`config.mk`:
```
export PLATFORM = sky130hd
export DESIGN_NAME = base64_encode_stream
export DESIGN_NICKNAME = d
export VERILOG_FILES = /design/src/rtl/b64e_pkg.sv /design/src/rtl/base64_encode_stream.sv /design/src/rtl/b64e_front.sv /design/src/rtl/b64e_queue.sv /design/src/rtl/b64e_back.sv
export VERILOG_INCLUDE_DIRS = /design/src /design/src/rtl
export SDC_FILE = /design/constraint.sdc
export NUM_CORES = 1
export LEC_CHECK = 0
export ABC_AREA = 1
export BUFFER_PORTS_ARGS = -buffer_cell sky130_fd_sc_hd__buf_2
export CAP_MARGIN = 5
export CELL_PAD_IN_SITES_DETAIL_PLACEMENT = 0
export CELL_PAD_IN_SITES_GLOBAL_PLACEMENT = 2
export CORE_ASPECT_RATIO = 0.7
export CORE_MARGIN = 10
export CORE_UTILIZATION = 44
export DETAILED_ROUTE_END_ITERATION = 7
export HOLD_SLACK_MARGIN = 0.08
export PLACE_DENSITY_LB_ADDON = 0.1
export SLEW_MARGIN = 20
export SYNTH_ARGS = -nofsm -noshare
export SYNTH_HDL_FRONTEND = slang
export SYNTH_SLANG_ARGS = --single-unit
export TNS_END_PERCENT = 20
```
`constraint.sdc`:
```
create_clock -name clk -period 5.1 [get_ports clk]
set_clock_uncertainty 0.2 [all_clocks]
set_input_delay 0.765 -clock clk [delete_from_list [all_inputs] [get_ports clk]]
set_output_delay 0.765 -clock clk [all_outputs]
set_load 0.1 [all_outputs]
```
`src/rtl/assert_macros.svh`:
```
// Assertion macros shared by the Base64 stream encoder RTL.
// Defining NO_ASSERTIONS turns every macro into an empty body.
`ifndef ASSERT_MACROS_SVH
`define ASSERT_MACROS_SVH

`ifndef NO_ASSERTIONS

// Property must hold at every clock edge outside reset.
`define B64E_ASSERT(lbl, clk, rst_n, prop, msg) \
	lbl: assert property (@(posedge clk) disable iff (!rst_n) (prop)) else $error(msg);

// Condition must never be true at a clock edge outside reset.
`define B64E_ASSERT_NEVER(lbl, clk, rst_n, cond, msg) \
	lbl: assert property (@(posedge clk) disable iff (!rst_n) !(cond)) else $error(msg);

`else

`define B64E_ASSERT(lbl, clk, rst_n, prop, msg)
`define B64E_ASSERT_NEVER(lbl, clk, rst_n, cond, msg)

`endif

`endif

```
`src/rtl/b64e_pkg.sv`:
```
// Shared types, constants and the alphabet function of the Base64 stream encoder.
// No dependencies; every RTL module imports this package.
package b64e_pkg;

	// Input transfer: one raw byte plus the end-of-stream flag.
	typedef struct packed {
		logic [7:0] data_byte;
		logic       final_byte;
	} in_item_t;

	// Output transfer: one character plus the last-of-this-byte flag.
	typedef struct packed {
		logic [7:0] out_char;
		logic       run_end;
	} out_item_t;

	// One four-character block waiting to be serialized.
	typedef struct packed {
		logic [7:0] b0;
		logic [7:0] b1;
		logic [7:0] b2;
		logic [1:0] len;
		logic       newline;
	} blk_cmd_t;

	localparam logic [7:0] NEWLINE_CHAR = 8'd10;
	localparam logic [7:0] PAD_CHAR     = 8'd61;
	localparam logic [7:0] BPL_RESET    = 8'd18;

	// Group lengths.
	localparam logic [1:0] LEN_ONE   = 2'd1;
	localparam logic [1:0] LEN_TWO   = 2'd2;
	localparam logic [1:0] LEN_THREE = 2'd3;

	// Character positions within a block; the newline follows the last data slot.
	localparam logic [2:0] POS_LAST_DATA = 3'd3;
	localparam logic [2:0] POS_NEWLINE   = 3'd4;

	localparam int unsigned QUEUE_DEPTH_DEF = 4;

	// Maps a six-bit value onto the standard Base64 alphabet.
	function automatic logic [7:0] b64_char(input logic [5:0] v);
		logic [7:0] w;
		logic [7:0] c;
		w = {2'b00, v};
		if (v < 6'd26) begin
			c = 8'd65 + w;
		end else if (v < 6'd52) begin
			c = 8'd71 + w;
		end else if (v < 6'd62) begin
			c = w - 8'd4;
		end else if (v == 6'd62) begin
			c = 8'd43;
		end else begin
			c = 8'd47;
		end
		return c;
	endfunction

endpackage

```
`src/rtl/base64_encode_stream.sv`:
```
// Streaming Base64 encoder with line breaking: top level.
// Depends on b64e_pkg, b64e_front, b64e_queue and b64e_back.
//
// Usage:
//   src_* carries one raw byte per transfer; final_byte marks the end of a stream.
//   dst_* carries one output character per transfer; run_end marks the last
//   character caused by an input byte. Both channels use valid/stall.
//   cfg_* writes blocks_per_line (four-character blocks per line, 0 = break after
//   every block); cfg_ready is always high. Write it only while the block is idle.
// Timing:
//   A byte that only joins a partial group is held in the front end. A byte that
//   closes a group passes through the block queue, the current-block register and
//   the output register before its first character appears, then one character per
//   cycle while dst_stall is low. The single output character register sets
//   throughput: 4 or 5 characters per three bytes. The block queue (QUEUE_DEPTH
//   blocks) lets the front keep taking bytes while characters drain.
// Reset clears the queue, any partial group and the line count, and sets
// blocks_per_line to 18. When dst_stall is high the output holds its character
// and the queue fills; once it is full, src_stall rises.
module base64_encode_stream #(
	parameter int unsigned QUEUE_DEPTH = b64e_pkg::QUEUE_DEPTH_DEF
) (
	input  logic                clk,
	input  logic                arst_n,
	input  logic                src_valid,
	output logic                src_stall,
	input  b64e_pkg::in_item_t  src_item,
	output logic                dst_valid,
	input  logic                dst_stall,
	output b64e_pkg::out_item_t dst_item,
	input  logic                cfg_valid,
	output logic                cfg_ready,
	input  logic [7:0]          cfg_data
);
	import b64e_pkg::*;

	logic     push;
	logic     full;
	logic     pop;
	logic     not_empty;
	blk_cmd_t push_cmd;
	blk_cmd_t pop_cmd;

	// Configuration writes are always taken.
	assign cfg_ready = 1'b1;

	// Byte gathering and line accounting.
	b64e_front u_front (
		.clk       (clk),
		.arst_n    (arst_n),
		.src_valid (src_valid),
		.src_stall (src_stall),
		.src_item  (src_item),
		.cfg_valid (cfg_valid),
		.cfg_data  (cfg_data),
		.push      (push),
		.cmd       (push_cmd),
		.full      (full)
	);

	// Decoupling queue of finished blocks.
	b64e_queue #(
		.DEPTH (QUEUE_DEPTH)
	) u_queue (
		.clk       (clk),
		.arst_n    (arst_n),
		.push      (push),
		.push_cmd  (push_cmd),
		.full      (full),
		.pop       (pop),
		.pop_cmd   (pop_cmd),
		.not_empty (not_empty)
	);

	// Character serializer.
	b64e_back u_back (
		.clk       (clk),
		.arst_n    (arst_n),
		.q_valid   (not_empty),
		.q_cmd     (pop_cmd),
		.q_pop     (pop),
		.dst_valid (dst_valid),
		.dst_stall (dst_stall),
		.dst_item  (dst_item)
	);

endmodule

```
`src/rtl/b64e_front.sv`:
```
// Front end of the Base64 stream encoder: gathers bytes into groups and decides line breaks.
// Depends on b64e_pkg.
module b64e_front (
	input  logic                clk,
	input  logic                arst_n,
	input  logic                src_valid,
	output logic                src_stall,
	input  b64e_pkg::in_item_t  src_item,
	input  logic                cfg_valid,
	input  logic [7:0]          cfg_data,
	output logic                push,
	output b64e_pkg::blk_cmd_t  cmd,
	input  logic                full
);
	import b64e_pkg::*;

	logic [7:0] bpl_q;
	logic [1:0] cnt_q;
	logic [7:0] line_q;
	logic [7:0] held0_q;
	logic [7:0] held1_q;

	logic       acc;
	logic [1:0] len;
	logic       grp_done;
	logic [8:0] line_sum;
	logic       nl;

	// A byte transfer completes whenever the queue has room.
	assign src_stall = full;
	assign acc       = src_valid && !full;

	// Classify the byte: either it is held, or it closes a block.
	always_comb begin
		len      = cnt_q + 2'd1;
		grp_done = (len == LEN_THREE) || src_item.final_byte;
		line_sum = {1'b0, line_q} + 9'd1;
		nl       = (line_sum >= {1'b0, bpl_q}) || src_item.final_byte;
		push     = acc && grp_done;

		cmd.len     = len;
		cmd.newline = nl;
		cmd.b0      = (len == LEN_ONE) ? src_item.data_byte : held0_q;
		case (len)
			LEN_TWO: begin
				cmd.b1 = src_item.data_byte;
				cmd.b2 = 8'd0;
			end
			LEN_THREE: begin
				cmd.b1 = held1_q;
				cmd.b2 = src_item.data_byte;
			end
			default: begin
				cmd.b1 = 8'd0;
				cmd.b2 = 8'd0;
			end
		endcase
	end

	// Control state: line setting, group fill and blocks on the current line.
	always_ff @(posedge clk or negedge arst_n) begin
		if (!arst_n) begin
			bpl_q  <= BPL_RESET;
			cnt_q  <= 2'd0;
			line_q <= 8'd0;
		end else begin
			if (cfg_valid) begin
				bpl_q <= cfg_data;
			end
			if (acc) begin
				if (grp_done) begin
					cnt_q  <= 2'd0;
					line_q <= nl ? 8'd0 : line_sum[7:0];
				end else begin
					cnt_q <= len;
				end
			end
		end
	end

	// Held bytes of a partial group.
	always_ff @(posedge clk) begin
		if (acc && !grp_done) begin
			if (cnt_q[0]) begin
				held1_q <= src_item.data_byte;
			end else begin
				held0_q <= src_item.data_byte;
			end
		end
	end

endmodule

```
`src/rtl/b64e_queue.sv`:
```
// Short block queue between the encoder front end and the character serializer.
// Depends on b64e_pkg and assert_macros.svh.
`include "assert_macros.svh"
module b64e_queue #(
	parameter int unsigned DEPTH = b64e_pkg::QUEUE_DEPTH_DEF
) (
	input  logic                clk,
	input  logic                arst_n,
	input  logic                push,
	input  b64e_pkg::blk_cmd_t  push_cmd,
	output logic                full,
	input  logic                pop,
	output b64e_pkg::blk_cmd_t  pop_cmd,
	output logic                not_empty
);
	import b64e_pkg::*;

	localparam int unsigned IW = (DEPTH > 1) ? $clog2(DEPTH) : 1;
	localparam int unsigned CW = $clog2(DEPTH + 1);
	localparam logic [IW-1:0] LAST_IDX = IW'(DEPTH - 1);

	blk_cmd_t      mem_q [DEPTH];
	logic [IW-1:0] wr_q;
	logic [IW-1:0] rd_q;
	logic [CW-1:0] cnt_q;

	assign full      = (cnt_q == CW'(DEPTH));
	assign not_empty = (cnt_q != '0);
	assign pop_cmd   = mem_q[rd_q];

	// Storage for queued blocks.
	always_ff @(posedge clk) begin
		if (push) begin
			mem_q[wr_q] <= push_cmd;
		end
	end

	// Pointers and fill count.
	always_ff @(posedge clk or negedge arst_n) begin
		if (!arst_n) begin
			wr_q  <= '0;
			rd_q  <= '0;
			cnt_q <= '0;
		end else begin
			if (push) begin
				wr_q <= (wr_q == LAST_IDX) ? '0 : wr_q + IW'(1);
			end
			if (pop) begin
				rd_q <= (rd_q == LAST_IDX) ? '0 : rd_q + IW'(1);
			end
			if (push && !pop) begin
				cnt_q <= cnt_q + CW'(1);
			end else if (pop && !push) begin
				cnt_q <= cnt_q - CW'(1);
			end
		end
	end

	`B64E_ASSERT_NEVER(a_no_overflow, clk, arst_n, push && full, "block queue overflow")
	`B64E_ASSERT_NEVER(a_no_underflow, clk, arst_n, pop && !not_empty, "block queue underflow")
	`B64E_ASSERT(a_count_bound, clk, arst_n, cnt_q <= CW'(DEPTH), "block queue count out of range")

endmodule

```
`src/rtl/b64e_back.sv`:
```
// Back end of the Base64 stream encoder: turns queued blocks into one character per transfer.
// Depends on b64e_pkg and assert_macros.svh.
`include "assert_macros.svh"
module b64e_back (
	input  logic                clk,
	input  logic                arst_n,
	input  logic                q_valid,
	input  b64e_pkg::blk_cmd_t  q_cmd,
	output logic                q_pop,
	output logic                dst_valid,
	input  logic                dst_stall,
	output b64e_pkg::out_item_t dst_item
);
	import b64e_pkg::*;

	blk_cmd_t  cur_q;
	logic      cur_valid_q;
	logic [2:0] idx_q;
	logic      dst_valid_q;
	out_item_t dst_item_q;

	logic       adv;
	logic       is_last;
	logic [7:0] ch;

	assign dst_valid = dst_valid_q;
	assign dst_item  = dst_item_q;

	// Next character of the current block.
	always_comb begin
		case (idx_q)
			3'd0: ch = b64_char(cur_q.b0[7:2]);
			3'd1: ch = b64_char({cur_q.b0[1:0], cur_q.b1[7:4]});
			3'd2: ch = (cur_q.len != LEN_ONE) ? b64_char({cur_q.b1[3:0], cur_q.b2[7:6]})
			                                  : PAD_CHAR;
			3'd3: ch = (cur_q.len == LEN_THREE) ? b64_char(cur_q.b2[5:0]) : PAD_CHAR;
			default: ch = NEWLINE_CHAR;
		endcase
		is_last = (idx_q == (cur_q.newline ? POS_NEWLINE : POS_LAST_DATA));
		adv     = cur_valid_q && (!dst_valid_q || !dst_stall);
		q_pop   = q_valid && (!cur_valid_q || (adv && is_last));
	end

	// Block being serialized and its character position.
	always_ff @(posedge clk or negedge arst_n) begin
		if (!arst_n) begin
			cur_valid_q <= 1'b0;
			idx_q       <= 3'd0;
		end else begin
			if (q_pop) begin
				cur_valid_q <= 1'b1;
				idx_q       <= 3'd0;
			end else if (adv) begin
				if (is_last) begin
					cur_valid_q <= 1'b0;
					idx_q       <= 3'd0;
				end else begin
					idx_q <= idx_q + 3'd1;
				end
			end
		end
	end

	always_ff @(posedge clk) begin
		if (q_pop) begin
			cur_q <= q_cmd;
		end
	end

	// Output register: loaded when empty or when its transfer completes.
	always_ff @(posedge clk or negedge arst_n) begin
		if (!arst_n) begin
			dst_valid_q <= 1'b0;
		end else if (adv) begin
			dst_valid_q <= 1'b1;
		end else if (!dst_stall) begin
			dst_valid_q <= 1'b0;
		end
	end

	always_ff @(posedge clk) begin
		if (adv) begin
			dst_item_q.out_char <= ch;
			dst_item_q.run_end  <= is_last;
		end
	end

	`B64E_ASSERT(a_idx_range, clk, arst_n, idx_q <= POS_NEWLINE, "character position out of range")
	`B64E_ASSERT(a_nl_slot, clk, arst_n, !(cur_valid_q && idx_q == POS_NEWLINE) || cur_q.newline,
		"newline slot reached on a block without line break")
	`B64E_ASSERT(a_pop_when_free, clk, arst_n, !q_pop || !cur_valid_q || (adv && is_last),
		"block fetched while the current one is unfinished")

endmodule

```
-- Yosys cells after proc, flatten, opt, wreduce, memory -nomap -nowiden
Memory sizes are Yosys's and may differ from the RTL's. A register that Yosys moved wholly into a read port is not among the register bits.
Cells that the tools add are included.
- bits in registers: 55
- memory bits (writable): 108
- input port bits: 22
- output and inout bits: 12
- logic and storage cells: 130
- memories kept: 1
- memory list (name ; depth ; bits a word ; rd ports ; clocked after memory_dff ; wr ports ; RTL line ; text):
    u_queue.mem_q ; 4 ; 27 ; 1 ; 1 ; 1 ; b64e_queue.sv:22 ; blk_cmd_t mem_q [DEPTH];
- add/subtract/negate cells: 19
- order comparisons: 13
- equality and inequality tests: 17
- multiplexer cells: 38
- bitwise operators: 1
- reduce and logical (&&, ||, !) cells: 28
- operator list (kind ; number):
    two-way mux 8 bit ; 16
    adder 7 x 6 -> 8 bit, first input constant ; 8
    less-than comparator 6 bit, second input constant ; 8
    one-hot mux 16 bit (2 select lines) ; 1
    one-hot mux 8 bit (4 select lines) ; 1
    two-way mux 3 bit ; 10
    subtractor 6 x 3 -> 7 bit, second input constant ; 4
    equality test 6 bit, second input constant ; 4
    less-than comparator 6 x 5 -> 1 bit, second input constant ; 4
    equality test 2 bit, second input constant ; 5
    adder 8 x 1 -> 9 bit, second input constant ; 1
    >= comparator 9 x 8 -> 1 bit ; 1
    logical AND 1 bit ; 8
    AND reduction 2 bit ; 4
    zero test 1 bit ; 7
    two-way mux 1 bit ; 7
    adder 2 x 1 -> 2 bit, second input constant ; 3
    adder 3 x 1 -> 3 bit, second input constant ; 2
    equality test 3 x 2 -> 1 bit, second input constant ; 2
    two-way mux 2 bit ; 3
    nonzero test 2 bit ; 3
    logical OR 1 bit ; 4
    != test 2 x 1 -> 1 bit, second input constant ; 2
    equality test 3 x 1 -> 1 bit, second input constant ; 1
    other kinds (7) ; 7

-- Logic depth before layout (Yosys ltp)
Gate-level depths: netlist (run 1).
- depth in word-level cells: 9
- depth in mapped cells: 14

-- Cells and area by module
Synthesis (run 1) repeated with hierarchy kept, for this count alone.
- cells, all modules: 1058
- area total of the unflattened synthesis: 10014.6 sq um
- modules (own cells, without submodules) (module ; times used ; cells an instance ; area an instance (sq um) ; sequential area each (sq um)):
    b64e_queue ; 1 ; 366 ; 4734.5 ; 3418.3
    b64e_back ; 1 ; 466 ; 3303.2 ; 1206.2
    b64e_front ; 1 ; 224 ; 1965.6 ; 933.4
    base64_encode_stream ; 1 ; 2 ; 11.3 ; 0.0

-- Worst setup path after synthesis (run 1)
No wires, ideal clock.
- path type: reg2reg
- start: reg u_queue.cnt_q[1]
- end: reg u_queue.cnt_q[1]
- setup time: 125 ps
- arrival: 2990 ps
- required time: 4775 ps
- path slack: 1786 ps
- cell stages (with the launch flop): 9
- path buffers: 0
- cell sequence: dfrtp_1 -> nor3_2 -> nor2_2 -> o21ai_1 -> inv_1 -> ha_1 -> inv_1 -> fa_1 -> mux2_2
- cells in the longest elaborated chain, start to end: 7
- elaborated cells on any way between the ends: 15
- those cells by class: add/sub: 2; eq/ne: 1; mux: 2; reduce/logical: 10
- RTL lines (element ; RTL line ; text):
    start: declaration ; b64e_queue.sv:25 ; logic [CW-1:0] cnt_q;
    start signal: assignment ; b64e_queue.sv:52 ; cnt_q <= cnt_q + CW'(1);
    start signal: assignment ; b64e_queue.sv:54 ; cnt_q <= cnt_q - CW'(1);
    equality test 3 bit (*) ; b64e_queue.sv:27 ; assign full = (cnt_q == CW'(DEPTH));
    net src_stall ; base64_encode_stream.sv:26 ; output logic src_stall,
    zero test 1 bit (*) ; b64e_front.sv:31 ; assign acc = src_valid && !full;
    logical AND 1 bit (*) ; b64e_front.sv:31 ;
    logical AND 1 bit (*) ; b64e_front.sv:39 ; push = acc && grp_done;
    net push ; base64_encode_stream.sv:37 ; logic push;
    zero test 1 bit ; b64e_queue.sv:53 ; end else if (pop && !push) begin
    logical AND 1 bit ; b64e_queue.sv:53 ;
    nonzero test 2 bit (no line) ; - ;
Mark *: on every way through the listed nets, which the timed path passes. The rest lies on a longest branch. The select of a mux whose other input is x is not followed.
A chain may end at the register's enable or synchronous reset.

==> reports/metrics.cfg, run 1 <==
[synth]
yosys_most_used_dff=edfxtp_1
ys_warn_count=0
synth_edf_count=160
avgSynthCellArea_sq_um=10.04
ys_top_cells_by_count=nand2_1, edfxtp_1, nor2_1, inv_1, o21ai_0
synthCells=950
yosysTopAreaCellShare=0.5036
syn_area_sq_mm=0.009540
syn_nets=1017
synth_cell_type_count=43
ys_ff_latch=190
async_reset_ff_frac=0.1579
synth.area.top_cells=edfxtp_1, dfrtp_1, nand2_1, ha_1, o21ai_0
synth_top_area_cell=edfxtp_1
ys_seq_area_frac=0.5826
yosysMostFrequentCell=nand2_1

[timing]
holdWs_ns=0.1894
fmax_ghz=0.3166
period_needed_ns=3.159
max_slew_margin=0.3708
tns_ns=0
setup_viol=0
rsz0062_at_grt=false
final_max_slew_viol_count=0
hold_viol_final=0
tightest_slew_ns=0.9416
timing.final.crit_share=0.6193

[routing]
drc_errors=0
drt_iter0_markers=584
viasPerCell=5.181
wl_mm=21.69
post_drt_wl_per_cell_microns=17.14
drtAntennaViolNets=0
num_vias=6554
drt-pass1-iter-count=5

[cts]
cts_root_buf=clkbuf_16
cts_sinks=190
ctsResizeCount=0
clk_pin_slew_ns=0.08
clock_latency_ns=0.44
clock_path_buffers=2
cts_buffers=17
cts_tree=yes
cts_max_level=4
postCtsSetupBuffers=0
cts_hold_buf=0

[grt]
track_usage=0.1567
grt_pass1_vias=6330
grt_overflow=0
grt_pass1_wl_mm=34.71
antenna_found_initial=0
grt_max_degree=58

[placed_design]
place.gp.congestion=0.8580
placed_cell_area_sq_mm=0.009980
numPortBuffers=32
dp_hpwl_mm=15.54
placedCellCount=1233

[die]
dieArea_sq_mm=0.02807
die_h_microns=143.2
core_sq_mm=0.02103
pin_count=34
die_w_microns=196
start_util=0.4537
num_rows=44

[final_layout]
fin_area_sq_mm=0.01060
nNetsFinal=1043
insertedDiodeCount=0
final-instance-count-excl-fill=1265
utilization=0.5042
drive_above_1_share=0.1223
syn_to_final_growth_pct=11.15

[pwr]
powerDensity_mw_per_mm2=563.8
leakage_nw=4.299
vdd_drop_max_mv=0.3726

[run_status]
status=complete, no violations

[min_path]
min_path_type=primary input to asynchronous set/reset pin

[setup_path]
end_kind=register
worstSetupPathType=register to register
critPathLaunch=u_front.cnt_q[0]
critPathLaunchType=register
arrival_ns=3.26
worstPathRequired_ns=5.20
rr_startpoint=u_front.cnt_q[0]
path_max_fanout=21

[flow_run]
drv_cap=0

==> power by group <==
part	switching [mW]	leakage (nW)	internal (mW)
sequential	0.192	1.85	2.16
combinational	1.65	2.15	0.633
clock	0.673	0.294	0.675
total	2.51	4.30	3.47
==> worst max-delay path, stage by stage, from the launching register on <==
cell	delay (ns)
dfrtp_1	0.40
inv_1	0.18
ha_1	0.61
o21ai_1	0.14
buf_4	0.25
inv_1	0.18
ha_1	0.17
inv_1	0.07
fa_1	0.38
a21oi_1	0.15
o21ai_0	0.12
xor2_1	0.17
==> area by class of cell <==
class / count / area (sq um)
clock inverter: 15 / 198.9
multi-input combinational: 621 / 3471
timing repair buffer: 36 / 190.2
sequential: 190 / 5558
clock buffer: 17 / 425.4
inverter: 110 / 415.4
fill: 1950 / 10430
tap: 276 / 345.3
==> worst paths after layout <==
kind	end	slack, ns	depth (start not counted)
setup / recovery	u_queue.cnt_q[2]	1.94	11
hold / removal	u_front.line_q[4]	0.19	1
setup reg to reg	u_queue.cnt_q[2]	1.94	11
hold reg to reg	u_back.dst_valid	0.31	2
max in group asynchronous	u_front.bpl_q[3]	4.04	1
min in group clk	u_back.dst_valid	0.31	2
==> registers in the layout, indices dropped and copies added (netlist names) <==
| register | flops |
|---|---|
| u_back.cur_q | 27 |
| u_back.cur_valid_q | 1 |
| u_back.dst_item | 9 |
| u_back.dst_valid | 1 |
| u_back.idx_q | 3 |
| u_front.bpl_q | 8 |
| u_front.cnt_q | 2 |
| u_front.held0_q | 8 |
| u_front.held1_q | 8 |
| u_front.line_q | 8 |
| u_queue.cnt_q | 3 |
| u_queue.mem_q | 108 |
| u_queue.rd_q | 2 |
| u_queue.wr_q | 2 |
==> metal layers <==
metal	up-vias	track usage	share of wire	wire, microns
li1	3293	-	-	-
met1	3102	0.2334	0.52	11380
met2	142	0.2288	0.43	9227
met3	17	0.02924	0.041	881
met4	0	0.03766	0.0093	202
met5	-	0	0	0
==> cell usage in the layout, fill, tap and decap left out, types with 4 or more instances in the layout <==
cell	n
nand2_1	172
edfxtp_1	160
nor2_1	102
inv_1	93
o21ai_0	81
nand3_1	53
ha_1	44
a21oi_1	33
buf_2	32
o22ai_1	30
dfrtp_1	28
nand4_1	17
clkbuf_16	17
o21ai_1	14
inv_2	12
xor2_1	12
mux2_2	10
xnor2_1	8
nor2_4	6
nor2_2	6
clkinv_8	6
nand2_2	5
clkinv_1	4
inv_8	4
buf_4	4
==> metrics by stage <==
| stage | worst slack [ns] | power [mW] |
|---|---|---|
| floorplan | 1.786 | 4.006 |
| global placement | 1.776 | 4.619 |
| detailed placement | 1.675 | 4.670 |
| CTS | 1.967 | 6.022 |
| global route | 1.723 | 6.382 |
| finish | 1.941 | 5.979 |
==> kinds of logic (layout without fill, tap and decap cells) <==
family                     Yosys count  after routing  synth area share
and+or+nand+nor                    372            372            0.1713
DFF                                190            190            0.5826
AOI/OAI and AO/OA                  173            173           0.09902
buffers and inverters              139            178           0.05678
adders and majority gates           45             45           0.05980
xor gates and xnor gates            20             20           0.01836
muxes                               10             10           0.01180
other                                1              1         0.0003931
No activity file was read; power rests on OpenSTA's default activity.
==> run 2, diff against run 1 <==
--- a/config.mk
+++ b/config.mk
@@ -6,14 +6,14 @@
 export SDC_FILE = /design/constraint.sdc
 export NUM_CORES = 1
 export LEC_CHECK = 0
-export ABC_AREA = 1
+export ABC_AREA = 0
 export BUFFER_PORTS_ARGS = -buffer_cell sky130_fd_sc_hd__buf_2
 export CAP_MARGIN = 5
 export CELL_PAD_IN_SITES_DETAIL_PLACEMENT = 0
 export CELL_PAD_IN_SITES_GLOBAL_PLACEMENT = 2
 export CORE_ASPECT_RATIO = 0.7
 export CORE_MARGIN = 10
-export CORE_UTILIZATION = 44
+export CORE_UTILIZATION = 41
 export DETAILED_ROUTE_END_ITERATION = 7
 export HOLD_SLACK_MARGIN = 0.08
 export PLACE_DENSITY_LB_ADDON = 0.1
==> constraint.sdc (replaced) <==
create_clock -name clk -period 2.7 [get_ports clk]
set_clock_uncertainty 0.2 [all_clocks]
set_input_delay 0.405 -clock clk [delete_from_list [all_inputs] [get_ports clk]]
set_output_delay 0.405 -clock clk [all_outputs]
set_load 0.1 [all_outputs]
==> run 2 against run 1 <==
  * The flow now finishes with violations (negative setup slack)
  * Non-clock buffer count up 71
  * Sequential cell count unchanged
  * First-iteration DRC count down 22%
  * Total power up 76%
  * Critical path depth down 1
  * Combinational power up 59%
  * Critical endpoint is now u_front.line_q[0]
==> reports/metrics.cfg, run 2 <==
[run_status]
status=finished with violations
violations=negative setup slack

[cts]
cts_max_level=4  ; unchanged
cts_tree=yes
cts_sinks=190  ; unchanged
clk_pin_slew_ns=0.08  ; about the same
cts_buffers=17  ; unchanged
cts_root_buf=clkbuf_16
clock_path_buffers=2  ; unchanged
clock_latency_ns=0.44  ; about the same

[timing]
period_needed_ns=2.768  ; -0.3901 ns
hold_viol_final=0  ; unchanged
max_slew_margin=0.5044  ; +0.1336
timing.final.crit_share=1.025  ; +0.4060
rsz0062_at_grt=true
final_max_slew_viol_count=0  ; unchanged
fmax_ghz=0.3612  ; +14%
fin_ws_ns=-0.06846  ; -2.010 ns
holdWs_ns=0.1075  ; -0.08195 ns
tightest_slew_ns=0.7435  ; -0.1981 ns
setup_viol=7  ; +7

[die]
dieArea_sq_mm=0.02880  ; +2.6%
num_rows=45  ; +2.3%
start_util=0.4191  ; -0.03458
die_w_microns=198.6  ; +1.3%
die_h_microns=145.0  ; +1.3%
core_sq_mm=0.02185  ; +3.9%
pin_count=34  ; unchanged

[setup_path]
critPathLaunchType=register
worstPathRequired_ns=2.87  ; -2.33 ns
path_max_fanout=7  ; -67%
worstSetupPathType=register to register
end_kind=register
arrival_ns=2.94  ; -0.32 ns

[synth]
syn_nets=725  ; -29%
synthCells=658  ; -31%
async_reset_ff_frac=0.1579  ; unchanged
synth_cell_type_count=65  ; +51%
yosysTopAreaCellShare=0.5248  ; +0.02120
syn_area_sq_mm=0.009155  ; -4.0%
ys_ff_latch=190  ; unchanged
ys_seq_area_frac=0.6071  ; +0.02452
synth_top_area_cell=edfxtp_1
ys_warn_count=0  ; unchanged
yosys_most_used_dff=edfxtp_1
ys_top_cells_by_count=edfxtp_1, nand2_1, ha_1, inv_1, a21oi_1
avgSynthCellArea_sq_um=13.91  ; +39%
synth.area.top_cells=edfxtp_1, dfrtp_1, mux4_2, ha_1, nand2_1
synth_edf_count=160  ; unchanged
yosysMostFrequentCell=edfxtp_1

[routing]
viasPerCell=5.423  ; +4.7%
drc_errors=0  ; unchanged
num_vias=5716  ; -13%
drt-pass1-iter-count=5  ; unchanged
drt_iter0_markers=456  ; -22%
wl_mm=20.97  ; -3.3%
post_drt_wl_per_cell_microns=19.90  ; +16%
drtAntennaViolNets=0  ; unchanged

[pwr]
leakage_nw=4.104  ; -4.5%
vdd_drop_max_mv=0.5815  ; +56%
powerDensity_mw_per_mm2=964.0  ; +71%

[final_layout]
utilization=0.5007  ; -0.003537
final-instance-count-excl-fill=1054  ; -17%
nNetsFinal=826  ; -21%
largest_register=u_queue.mem_q
final_common_cell=edfxtp_1
syn_to_final_growth_pct=19.48
fin_area_sq_mm=0.01094  ; +3.2%
insertedDiodeCount=0  ; unchanged
largest_reg_flops=108  ; unchanged
layout_common_cells=edfxtp_1, buf_4, nand2_1
drive_above_1_share=0.2448  ; +0.1225

[grt]
grt_pass1_wl_mm=33.04  ; -4.8%
antenna_found_initial=0  ; unchanged
grt_pass1_vias=5669  ; -10%
track_usage=0.1473  ; -0.009336
grt_max_degree=33  ; -43%
grt_overflow=0  ; unchanged

[placed_design]
numPortBuffers=32  ; unchanged
dp_hpwl_mm=14.76  ; -5.0%
place.gp.congestion=0.8585  ; about the same
placedCellCount=994  ; -19%
placed_cell_area_sq_mm=0.009971  ; about the same
post-place-ws_ns=-0.08915  ; -1.764 ns

[min_path]
min_path_type=primary input to register

[flow_run]
drv_cap=0  ; unchanged

run 2: changes by cell type after synthesis, moves of 27 or more:
cell     previous run  this run
o21ai_0            81        25
nor2_1            106        20
inv_1              93        35
nand3_1            53        17
nand2_1           172        46
mux4_2              0        27
o22ai_1            30         2
run 2: logic make-up (layout without fill, tap and decap cells):
| kind of cell | after synthesis | in the layout | share of synthesized area |
|---|---|---|---|
| compound gates | 133 | 133 | 0.09991 |
| xor+xnor | 21 | 21 | 0.02009 |
| fa+ha+maj | 45 | 45 | 0.06232 |
| buf+inv | 62 | 176 | 0.03143 |
| flops | 190 | 190 | 0.6071 |
| mux | 43 | 43 | 0.08651 |
| other cells | 1 | 1 | 0.0004096 |
| simple gates | 163 | 163 | 0.09225 |
run 2: critical path: stages, from the launching register on:
cell and delay, ns:
dfrtp_1 0.38, and3_4 0.18, and3_4 0.19, buf_6 0.11
xor2_1 0.13, ha_1 0.28, and3_4 0.19, a22o_4 0.25
a31o_4 0.23, nor3_4 0.35, mux2_4 0.22
run 2: path summary, 6_finish.rpt:
path	startpoint	end	slack [ns]	cells after the start
hold / removal	cfg_valid	u_front.bpl_q[1]	0.11	3
min in group asynchronous	arst_n	u_queue.cnt_q[1]	0.36	2
max in group asynchronous	arst_n	u_queue.rd_q[0]	1.42	2
hold reg to reg	u_front.cnt_q[1]	u_front.cnt_q[1]	0.32	2
setup / recovery	u_front.line_q[4]	u_front.line_q[0]	-0.07	10
setup reg to reg	u_front.line_q[4]	u_front.line_q[0]	-0.07	10
run 2: cell type report:
type / instances / area, sq um
clock buffer: 17 / 425.4
clock inverter: 15 / 216.5
fill: 1911 / 10910
inverter: 37 / 138.9
multi-input combinational: 406 / 3403
sequential: 190 / 5559
tap: 282 / 352.8
timing repair buffer: 107 / 842.1
run 2: metrics by stage:
step           power (mW)  setup TNS [ns]
2_1_floorplan       6.848          -26.45
3_3_place_gp        7.870         -0.1965
3_5_place_dp        7.948         -0.7027
4_1_cts             10.65        -0.03239
5_1_grt             11.13         -0.8723
6_report            10.54         -0.2840
run 2: report_power, final:
part	leakage (nW)	total (mW)	switching (mW)	internal [mW]
logic	1.96	3.62	2.19	1.43
clock network	0.307	2.66	1.36	1.31
registers	1.84	4.26	0.301	3.95
total	4.10	10.5	3.85	6.69
run 2: routing by layer:
layer	track usage	up-vias	share of wire
met5	0	-	0
met4	0.03918	0	0.011
met3	0.03391	14	0.050
met2	0.1976	124	0.42
met1	0.2293	2853	0.52
li1	-	2725	-
run 2: repair_timing:
action,CTS,global route
endpoints found under the setup margin,12,13
hold buffers,21,0
pin swaps,7,7
resized for setup,9,3
hold endpoints to repair,54,0
setup buffers,2,5
==> run 3, diff against run 2 <==
--- a/config.mk
+++ b/config.mk
@@ -17,6 +17,7 @@
 export DETAILED_ROUTE_END_ITERATION = 7
 export HOLD_SLACK_MARGIN = 0.08
 export PLACE_DENSITY_LB_ADDON = 0.1
+export SETUP_SLACK_MARGIN = 0.4
 export SLEW_MARGIN = 20
 export SYNTH_ARGS = -nofsm -noshare
 export SYNTH_HDL_FRONTEND = slang
==> run 3 against run 2 <==
  * The run now ends clean
  * Sequential cell count did not move
  * Die area stayed put
  * Count of clock-buffer cells in the layout unchanged
  * Combinational power grew 11%
  * Clock power is 5% lower
  * Cell area up 3.5%
  * Total power rose by 2.1%
  * Fmax up 4.3%
  * Global-route usage about the same
  * Wire length increased by 0.87%
  * Worst hold slack lost 0.0021 ns
==> reports/metrics.cfg, run 3 (same netlist as run 2, synthesis figures left out) <==
[grt]
track_usage=0.1477  ; +0.0003429
grt_pass1_vias=5636  ; -0.58%
grt_max_degree=33  ; unchanged
antenna_found_initial=1  ; +1
grt_overflow=0  ; unchanged
grt_pass1_wl_mm=32.89  ; -0.44%

[die]
dieArea_sq_mm=0.02880  ; unchanged
die_h_microns=145.0  ; unchanged
die_w_microns=198.6  ; unchanged
core_sq_mm=0.02185  ; unchanged
pin_count=34  ; unchanged
num_rows=45  ; unchanged
start_util=0.4191  ; unchanged

[final_layout]
nNetsFinal=842  ; +1.9%
n_fill_cell=1840  ; -3.7%
ff_latch_area_sq_mm=0.005559  ; unchanged
layout_common_cells=edfxtp_1, buf_4, nand2_1
final_common_cell=edfxtp_1
largest_reg_flops=108  ; unchanged
syn_to_final_growth_pct=23.64
insertedDiodeCount=0  ; unchanged
largest_register=u_queue.mem_q
multi_input_area_sq_mm=0.003684  ; +8.2%
drive_above_1_share=0.3363  ; +0.09148

[placed_design]
dp_hpwl_mm=14.24  ; -3.5%
numPortBuffers=32  ; unchanged
place.gp.congestion=0.8436  ; -1.7%
post-place-ws_ns=-0.1584  ; -0.06923 ns

[timing]
fin_ws_ns=0.04464  ; +0.1131 ns
max_slew_margin=0.5092  ; +0.004878
final_max_slew_viol_count=0  ; unchanged
period_needed_ns=2.655  ; -0.1131 ns
hold_viol_final=0  ; unchanged
tightest_slew_ns=0.7362  ; -0.007318 ns
fmax_ghz=0.3766  ; +4.3%
setup_viol=0  ; -7
timing.final.crit_share=0.9835  ; -0.04189
rsz0062_at_grt=true

[pwr]
powerDensity_mw_per_mm2=950.7  ; -1.4%
power_mw=10.76  ; +2.1%
vdd_drop_max_mv=0.7845  ; +35%
leakage_nw=4.196  ; +2.2%

[setup_path]
path_max_fanout=4  ; -3
critPathLaunch=u_back.idx_q[0]
worstSetupPathType=register to register
end_kind=register
worstPathRequired_ns=2.82  ; -0.05 ns
arrival_ns=2.78  ; -0.16 ns
critPathLaunchType=register
rr_startpoint=u_back.idx_q[0]

[cts]
cts_root_buf=clkbuf_16
cts_max_level=4  ; unchanged
cts_sinks=190  ; unchanged
clk_pin_slew_ns=0.07  ; about the same
clock_path_buffers=2  ; unchanged
cts_tree=yes
clock_latency_ns=0.44  ; about the same
cts_buffers=17  ; unchanged

[run_status]
status=complete, no violations

[routing]
post_drt_wl_per_cell_microns=19.77  ; -0.64%
drc_errors=0  ; unchanged
wl_mm=21.16  ; +0.87%
drt_iter0_markers=556  ; +22%
num_vias=5807  ; +1.6%
drt-pass1-iter-count=5  ; unchanged
drtAntennaViolNets=0  ; unchanged
viasPerCell=5.427  ; about the same

[flow_run]
drv_cap=0  ; unchanged

[min_path]
hold_start=src_valid
min_path_type=primary input to register

[run 3: cell count changes in the layout (fill, tap and decap cells not counted), moves of 5 or more]
| cell | before | now |
|---|---|---|
| o21ai_0 | 25 | 19 |
| buf_4 | 48 | 63 |
| ha_4 | 1 | 6 |
| ha_2 | 0 | 5 |
| inv_1 | 32 | 26 |
| o21ai_1 | 0 | 6 |
| ha_1 | 43 | 33 |
| a21oi_1 | 32 | 23 |
| inv_12 | 6 | 0 |
| a21oi_2 | 0 | 9 |
[run 3: power breakdown]
group          leakage (nW)  internal, mW  total (mW)  switching (mW)
logic                  2.06          1.63        4.01            2.38
registers              1.84          3.96        4.22           0.266
clock network         0.294          1.32        2.53            1.21
[run 3: path summary, 6_finish.rpt]
kind                                    end  slack (ns)  depth (start not counted)
min in group asynchronous  u_front.cnt_q[1]        0.36                          2
max                        u_queue.cnt_q[1]        0.04                         10
min reg2reg                u_front.bpl_q[4]        0.32                          2
min                        u_front.cnt_q[1]        0.11                          3
max reg2reg                u_queue.cnt_q[1]        0.04                         10
max in group asynchronous   u_queue.rd_q[0]        1.42                          2
[run 3: repair_timing]
action / 4_1_cts / 5_1_grt
hold buffers: 17 / 0
resized for setup: 14 / 84
pin swaps: 13 / 28
setup buffers: 6 / 27
endpoints found under the hold margin: 52 / 0
setup endpoints to repair: 50 / 162
[run 3: through the flow]
stage | cells | util | area, sq um | hold WS (ns) | TNS, ns
floorplan | 658 | - | 9204 | -0.09059 | -22.05
global placement | 988 | 0.4547 | 9933 | 0.2975 | -0.1039
detailed placement | 988 | 0.4547 | 9933 | 0.3096 | -1.565
CTS | 1043 | 0.4952 | 10820 | 0.08463 | 0
global route | 1070 | 0.5182 | 11320 | 0.09543 | -0.2686
finish | 1070 | 0.5182 | 11320 | 0.1054 | 0
[run 3: area by class of cell]
| class | instances | share of cell area |
|---|---|---|
| well taps | 282 | 0.03117 |
| inverters | 37 | 0.01293 |
| multi-input cells | 406 | 0.3254 |
| flip-flops and latches | 190 | 0.4911 |
| clock buffers | 17 | 0.03758 |
| repair buffers | 123 | 0.08655 |
| clock inverters | 15 | 0.01525 |
[run 3: routing by layer]
metal / share of wire / global-route usage
met3: 0.040 / 0.02999
met4: 0.0051 / 0.03537
met2: 0.43 / 0.2038
met5: 0 / 0
met1: 0.52 / 0.2288
[run 3: worst max-delay path, stage by stage (launching register included)]
cell,delay [ns]
dfrtp_1,0.37
inv_2,0.05
or4_4,0.54
o31ai_4,0.14
nand2_4,0.10
a21oi_4,0.21
inv_2,0.06
ha_4,0.16
inv_2,0.04
fa_1,0.40
mux2_2,0.26
